**src/hdl/adam_pkg.sv**
```systemverilog
// Shared types and constants for the bias-corrected Adam update block.
// Used by adam_iter_unit and adam_optimizer_update; depends on nothing.
package adam_pkg;

   // Register indexes of the control and status port.
   localparam logic [1:0] CSR_LEARN_RATE  = 2'd0;
   localparam logic [1:0] CSR_BETA_FIRST  = 2'd1;
   localparam logic [1:0] CSR_BETA_SECOND = 2'd2;
   localparam logic [1:0] CSR_EPSILON     = 2'd3;

   // Reset values of the registers (unsigned Q0.32).
   localparam logic [31:0] LEARN_RATE_RST  = 32'd4294967;
   localparam logic [31:0] BETA_FIRST_RST  = 32'd3865470566;
   localparam logic [31:0] BETA_SECOND_RST = 32'd4290672329;
   localparam logic [31:0] EPSILON_RST     = 32'd43;

   // Request operation codes.
   localparam logic OP_UPDATE = 1'b0;
   localparam logic OP_CLEAR  = 1'b1;

   // Fixed-point constants.
   localparam logic [32:0] ONE_Q32   = 33'h1_0000_0000;
   localparam logic [31:0] HALF_Q32  = 32'h8000_0000;
   localparam logic [47:0] MAX48     = 48'hFFFF_FFFF_FFFF;
   localparam logic [30:0] MAX_Q1616 = 31'h7FFF_FFFF;

   // Widths of the shared iterative unit.
   localparam int WORK_W = 80;
   localparam int DSR_W  = 41;
   localparam int ROOT_W = 32;
   localparam int CNT_W  = 7;

   // Iteration counts for each kind of pass.
   localparam logic [CNT_W-1:0] ITER_DIV64 = 7'd64;
   localparam logic [CNT_W-1:0] ITER_DIV80 = 7'd80;
   localparam logic [CNT_W-1:0] ITER_SQRT  = 7'd32;

   // Control sent from the sequencer to the iterative unit.
   typedef struct packed {
      logic             start;
      logic             is_sqrt;
      logic [CNT_W-1:0] count;
   } iter_ctrl_type;

   // Sequencer states.
   typedef enum logic [4:0] {
      ST_CLEAR,
      ST_IDLE,
      ST_POW1,
      ST_POW2,
      ST_POWW,
      ST_MOM1,
      ST_MOM2,
      ST_MOM3,
      ST_SQG,
      ST_VHI1,
      ST_VHI2,
      ST_VLO1,
      ST_VLO2,
      ST_D1GO,
      ST_D1W,
      ST_D2GO,
      ST_D2W,
      ST_SQGO,
      ST_SQW,
      ST_MULQ,
      ST_D3GO,
      ST_D3W,
      ST_FIN
   } state_type;

endpackage

```
**src/hdl/adam_iter_unit.sv**
```systemverilog
// Shared bit-serial divider and square root unit, one bit per cycle.
// Depends on adam_pkg for the control struct and widths.
module adam_iter_unit (
   input  logic                          clock,
   input  logic                          reset,
   input  adam_pkg::iter_ctrl_type       ctrl,
   input  logic [adam_pkg::WORK_W-1:0]   dividend,
   input  logic [adam_pkg::DSR_W-1:0]    divisor,
   output logic                          done,
   output logic [adam_pkg::WORK_W-1:0]   quotient,
   output logic [adam_pkg::ROOT_W-1:0]   root
);

   logic                          busy_ff;
   logic                          done_ff;
   logic                          is_sqrt_ff;
   logic [adam_pkg::CNT_W-1:0]    cnt_ff;
   logic [adam_pkg::WORK_W-1:0]   work_ff;
   logic [adam_pkg::DSR_W:0]      rem_ff;
   logic [adam_pkg::DSR_W-1:0]    dsr_ff;
   logic [adam_pkg::ROOT_W-1:0]   root_ff;

   logic [adam_pkg::DSR_W:0]      partial;
   logic [adam_pkg::DSR_W:0]      subtrahend;
   logic [adam_pkg::DSR_W+1:0]    diff;
   logic                          fits;

   // One restoring step: bring down one bit (divide) or two bits (root).
   always_comb begin
      if (is_sqrt_ff) begin
         partial    = {rem_ff[adam_pkg::DSR_W-2:0], work_ff[adam_pkg::WORK_W-1 -: 2]};
         subtrahend = {8'd0, root_ff, 2'b01};
      end else begin
         partial    = {rem_ff[adam_pkg::DSR_W-1:0], work_ff[adam_pkg::WORK_W-1]};
         subtrahend = {1'b0, dsr_ff};
      end
      diff = {1'b0, partial} - {1'b0, subtrahend};
      fits = !diff[adam_pkg::DSR_W+1];
   end

   // Iteration registers.
   always_ff @(posedge clock) begin
      if (reset) begin
         busy_ff <= 1'b0;
         done_ff <= 1'b0;
         cnt_ff  <= '0;
      end else begin
         done_ff <= 1'b0;
         if (ctrl.start) begin
            busy_ff    <= 1'b1;
            cnt_ff     <= ctrl.count;
            is_sqrt_ff <= ctrl.is_sqrt;
            work_ff    <= dividend;
            dsr_ff     <= divisor;
            rem_ff     <= '0;
            root_ff    <= '0;
         end else if (busy_ff) begin
            rem_ff <= fits ? diff[adam_pkg::DSR_W:0] : partial;
            if (is_sqrt_ff) begin
               work_ff <= {work_ff[adam_pkg::WORK_W-3:0], 2'b00};
               root_ff <= {root_ff[adam_pkg::ROOT_W-2:0], fits};
            end else begin
               work_ff <= {work_ff[adam_pkg::WORK_W-2:0], fits};
            end
            cnt_ff <= cnt_ff - 1'b1;
            if (cnt_ff == adam_pkg::CNT_W'(1)) begin
               busy_ff <= 1'b0;
               done_ff <= 1'b1;
            end
         end
      end
   end

   assign done     = done_ff;
   assign quotient = work_ff;
   assign root     = root_ff;

   // A new pass is started only when the unit is free.
   assert property (@(posedge clock) disable iff (reset) ctrl.start |-> !busy_ff)
      else $error("iterative unit started while busy");

   // The last iteration is followed by the done pulse.
   assert property (@(posedge clock) disable iff (reset)
      (busy_ff && !ctrl.start && cnt_ff == adam_pkg::CNT_W'(1)) |=> (done_ff && !busy_ff))
      else $error("iterative unit missed its done pulse");

   // The done pulse never overlaps a running pass.
   assert property (@(posedge clock) disable iff (reset) done_ff |-> !busy_ff)
      else $error("done raised while busy");

endmodule

```
**config.mk**
```make
export PLATFORM = sky130hd
export DESIGN_NAME = adam_iter_unit
export DESIGN_NICKNAME = d
export VERILOG_FILES = /design/src/hdl/adam_pkg.sv /design/src/hdl/adam_iter_unit.sv
export SDC_FILE = /design/constraint.sdc
export NUM_CORES = 1
export LEC_CHECK = 0
export BUFFER_PORTS_ARGS = -buffer_cell sky130_fd_sc_hd__buf_4
export CAP_MARGIN = 20
export CORE_MARGIN = 2
export CORE_UTILIZATION = 55
export CTS_CLUSTER_DIAMETER = 120
export DETAILED_ROUTE_END_ITERATION = 10
export PLACE_DENSITY = 0.91
export RECOVER_POWER = 25
export SYNTH_ARGS = -nofsm -noshare
export SYNTH_HDL_FRONTEND = slang
export SYNTH_SLANG_ARGS = --single-unit
```
**constraint.sdc**
```tcl
create_clock -name clock -period 17.6 [get_ports clock]
set_clock_uncertainty 0.15 [all_clocks]
set_input_delay 1.76 -clock clock [delete_from_list [all_inputs] [get_ports clock]]
set_output_delay 1.76 -clock clock [all_outputs]
set_load 0.005 [all_outputs]
```
Yosys cells after proc, flatten, opt, wreduce, memory -nomap -nowiden
Index checks and enable logic that the tools add are counted.
{"block": "op_classes", "mux": 15, "n_eq_ne": 1, "reduce_logical": 7, "add_sub_neg": 2, "bitwise_logic": 2}
{"op": "2-to-1 mux 80 bit", "count": 3}
{"op": "2-to-1 mux 41 bit", "count": 3}
{"op": "2-to-1 mux 32 bit", "count": 2}
{"op": "subtractor 42 x 41 -> 43 bit", "count": 1}
{"op": "2-to-1 mux 42 bit", "count": 1}
{"op": "2-to-1 mux 7 bit", "count": 2}
{"op": "== test 7 x 1 -> 1 bit, second input constant", "count": 1}
{"op": "subtractor 7 x 1 -> 7 bit, second input constant", "count": 1}
{"op": "2-to-1 mux 1 bit", "count": 4}
{"op": "AND reduction 2 bit", "count": 2}
{"op": "nonzero test 2 bit", "count": 2}
{"op": "AND reduction 3 bit", "count": 1}
{"op": "OR reduction 3 bit", "count": 1}
{"op": "NOT 1 bit", "count": 2}
{"op": "zero test 1 bit", "count": 1}
{"block": "word_totals", "elab_cells": 35, "reg_bits": 204, "input_bits": 132, "out_inout_bits": 113}

Depth between registers and ports, before layout
{"block": "depth", "depth_word": 6, "mapped_depth": 17}

Worst setup path after synthesis
No wires, ideal clock.
{"block": "synth_path", "kind": "input port to flip-flop", "start": "in ctrl[8] (netlist bit)", "end": "reg work_ff (netlist bit quotient[0]) (enable)", "n_path_buf": 2, "path_stages": 4, "slack_ns": 9.461, "setup_ns": 0.603, "arrival_ns": 7.386, "required_time_ns": 16.847, "path_cell_list": "clkbuf_1 -> clkbuf_1 -> nor2_1 -> nor2_1"}
{"block": "synth_between", "elab_chain_cells": 2}
{"item": "start, declared", "line": "adam_iter_unit.sv:6", "source": "input adam_pkg::iter_ctrl_type ctrl,"}
{"item": "nonzero test 2 bit (no line)"}
{"item": "AND reduction 2 bit (no line)"}
{"item": "end signal, assigned", "line": "adam_iter_unit.sv:53", "source": "work_ff <= dividend;"}
{"item": "end signal, assigned", "line": "adam_iter_unit.sv:60", "source": "work_ff <= {work_ff[adam_pkg::WORK_W-3:0], 2'b00};"}
{"item": "end signal, assigned", "line": "adam_iter_unit.sv:63", "source": "work_ff <= {work_ff[adam_pkg::WORK_W-2:0], fits};"}
{"item": "end, declared", "line": "adam_iter_unit.sv:18", "source": "logic [adam_pkg::WORK_W-1:0] work_ff;"}
Every way passes these cells.
A chain may end at the register's enable or synchronous reset.

Worst setup path in the final report
{"block": "layout_path", "start": "in ctrl[8] (netlist bit)", "end": "reg work_ff (netlist bit quotient[27]) (enable)"}
Same word-level chain as after synthesis.

==> results.cfg <==
[global_route]
use_met2_pct = 42.8
grt_overflow = 0
grt_pass1_vias = 9081
use_met1_pct = 32.8
grt-busiest-layer = met2
grtUsageTotal_pct = 25.0
grt_pass1_wl_um = 45700
met3_usage_pct = 3.37
grt_max_degree = 164
antenna_found_initial = 0

[setup_path]
crit_path_start_kind = primary input
critical_path_class = primary input to flop
crit_arrival_ns = 6.34
crit_path_end_kind = flop
worstPathCellList = clkbuf_1, nor2_1, nor2_4, clkbuf_1
worstReg2RegStart = is_sqrt_ff$_DFFE_PP_
cp_slowest_cell = clkbuf_1
regToRegSetupSlack_ns = 12.69
cpMostUsedCell = clkbuf_1
r2r-end = rem_ff[0]$_SDFFCE_PP0P_
rr_worst_depth = 14
critical-path-max-stage-delay_ns = 2.07
crit_required_ns = 17.52
path_max_fanout = 58

[worst_hold_path]
hold_class = flop to flop
min-delay-start = cnt_ff[6]$_SDFFE_PP0N_
hold_depth = 2
hold_path_end = done$_SDFF_PP0_

[clock_network]
cts.repair.resized = 0
holdBufCountCts = 0
post_cts.repair.setup_buffers = 0
cts_tree = done
clk_pin_slew_ns = 0.06
cts_sinks = 204
clock_latency_ns = 0.52
ctsRootBufferMaster = clkbuf_16
h-tree-depth = 1
cts_buffers = 23
ctsLongestPathBuffers = 3

[yosys]
yosys.area.top_type = edfxtp_1
async_flop_share_pct = 0
ys_ff_latch = 204
synth_area_leaders = edfxtp_1, mux2i_1, nand2_1
ys_seq_area_share_pct = 50.5
syn_area_per_cell_um2 = 10.8
syn_area_mm2 = 0.0119
yosysWarnings = 0
synth_edf_count = 195
ys.flop_type = edfxtp_1
syn_inst = 1106
syn-num-nets = 1282
synth_top_area_share_pct = 49.0
ys_types = 61

[layout]
stdcell_area_mm2 = 0.0146
drive_gt1_share_pct = 25.5
diodes = 0
utilization_pct = 69.0
fin_nets = 1490
areaGrowthSynthToFinish_pct = 22.2
nFillCells = 1495

[timing]
setup_violations = 0
period_share_pct = 36.5
hold_viol = 0
setup_tns_ns = 0
final.min_clock_period_ns = 6.42
relSlewSlack_pct = -94.8
max_freq_mhz = 156
worstMarginPinSlew_ns = 2.92
slew_violations = 189
grt_setup_unrepaired = false

[floorplanning]
die_h_um = 151
die_area_mm2 = 0.0229
rows = 53
ios = 245
start_util_pct = 56.5
fp.dieW_um = 151
coreArea_mm2 = 0.0212

[route]
drtIter0Drc = 813
vias = 9450
drcViolationCount = 0
first_pass_iters = 6
via_per_inst = 5.88
detail-route-antenna-nets = 0
avgRoutedWirePerCell_um = 18.6
wl_um = 29800

[placed_design]
io_buffers = 244
gp_congestion = 0.945
place_area_mm2 = 0.0139
hpwlAfterDp_um = 20500

[power_and_ir_drop]
ir_worst_vdd_mv = 0.0842
powerDensity_mw_per_mm2 = 105
p_leak_nw = 6.04
total_power_w = 0.00154

[job]
maxCapViolations = 4

[run_status]
violations = max-capacitance violations, max-slew violations
status = complete, but fails checks
-- placed cells by master, fill, tap and decap left out, types with 11 or more instances in the layout --
| master | instances |
|---|---|
| a21o_1 | 21 |
| clkbuf_1 | 11 |
| mux2i_1 | 111 |
| xnor2_1 | 25 |
| mux2_2 | 40 |
| nor2_1 | 42 |
| a21oi_1 | 88 |
| o21ai_0 | 103 |
| nand2_1 | 174 |
| nand2b_1 | 17 |
| clkbuf_4 | 44 |
| ha_1 | 43 |
| clkbuf_16 | 23 |
| nor2b_1 | 36 |
| buf_4 | 201 |
| edfxtp_1 | 195 |
| xor2_1 | 16 |
-- flip-flops by register name, summed over array words and instances (netlist names) --
register,flops
is_sqrt_ff,1
busy_ff,1
dsr_ff,41
rem_ff,41
cnt_ff,7
done,1
quotient,80
root,32
-- stage by stage --
step                instances  hold WS [ns]  setup slack (ns)
floorplan                1106         0.356              9.46
global placement         1563         0.395             12.92
detailed placement       1563         0.400             12.66
CTS                      1605         0.405             12.61
global route             1606         0.449             10.82
finish                   1606         0.409             11.18
-- worst max path at each step --
stage | slack [ns] | cells past startpoint | startpoint | to
2_1_floorplan | 9.46 | 4 | ctrl[8] | quotient[0]$_DFFE_PP_
3_3_place_gp | 12.92 | 11 | is_sqrt_ff$_DFFE_PP_ | rem_ff[0]$_SDFFCE_PP0P_
3_5_place_dp | 12.66 | 12 | is_sqrt_ff$_DFFE_PP_ | rem_ff[13]$_SDFFCE_PP0P_
4_1_cts | 12.61 | 12 | is_sqrt_ff$_DFFE_PP_ | rem_ff[11]$_SDFFCE_PP0P_
5_1_grt | 10.82 | 4 | ctrl[8] | quotient[24]$_DFFE_PP_
6_report | 11.18 | 4 | ctrl[8] | quotient[27]$_DFFE_PP_
-- worst max-delay path, delay by kind of cell --
family | cells | cell delay [ns]
buf+inv | 2 | 3.90
simple gates | 2 | 0.57
-- logic make-up (layout without fill, tap and decap cells) --
group / after synthesis / in the layout / share of synthesized area, %
simple gates: 318 / 318 / 12.2
compound gates: 268 / 268 / 13.4
flops: 204 / 204 / 50.5
mux: 151 / 151 / 13.1
buf+inv: 80 / 305 / 3.15
fa+ha+maj: 44 / 44 / 4.67
xor+xnor: 41 / 41 / 3.01
-- layout make-up --
class                   count  area [um^2]  area share, %
clock inverters            13          119          0.814
inverters                  10         37.5          0.257
repair buffers            253         1910           13.1
flip-flops and latches    204         6040           41.3
clock buffers              29          608           4.16
well taps                 275          344           2.36
multi-input cells         822         5550           38.0
-- per-layer routing --
| layer | share of wire, % | wire length, um | vias up |
|---|---|---|---|
| met2 | 50 | 15000 | 395 |
| met4 | 3.1 | 912 | 0 |
| met1 | 40 | 12000 | 4497 |
| li1 | - | - | 4473 |
| met5 | 0 | 0 | - |
| met3 | 6.3 | 1880 | 85 |
-- report_power, final --
group          leakage, nW  internal (W)  switching, W
clock                0.358      0.000264      0.000198
combinational         3.73      0.000202      0.000259
sequential            1.95      0.000591     0.0000256
-- cells in the mapped netlist, types with 3 or more instances --
library cell and n:
buf_1 6, o21bai_1 5, nor2_1 43, o21a_1 4, or3_1 4, o21ai_0 103, mux2_2 40, nand3_1 6
inv_1 10, ha_1 43, a21o_1 21, xnor2_1 25, edfxtp_1 195, nand2b_1 17, nand4_1 10, nor2b_1 37
a21oi_1 88, a211oi_1 7, xor2_1 16, mux2i_1 111, a31oi_1 5, and2_1 4, o211ai_1 4, a41oi_1 3
a211o_1 3, buf_6 9, o31ai_1 3, nand2_1 174, buf_2 5, nor3b_1 3, dfxtp_1 9, clkbuf_1 48
o22ai_1 3, nor3_1 7
Power figures use the tool's default switching activity.
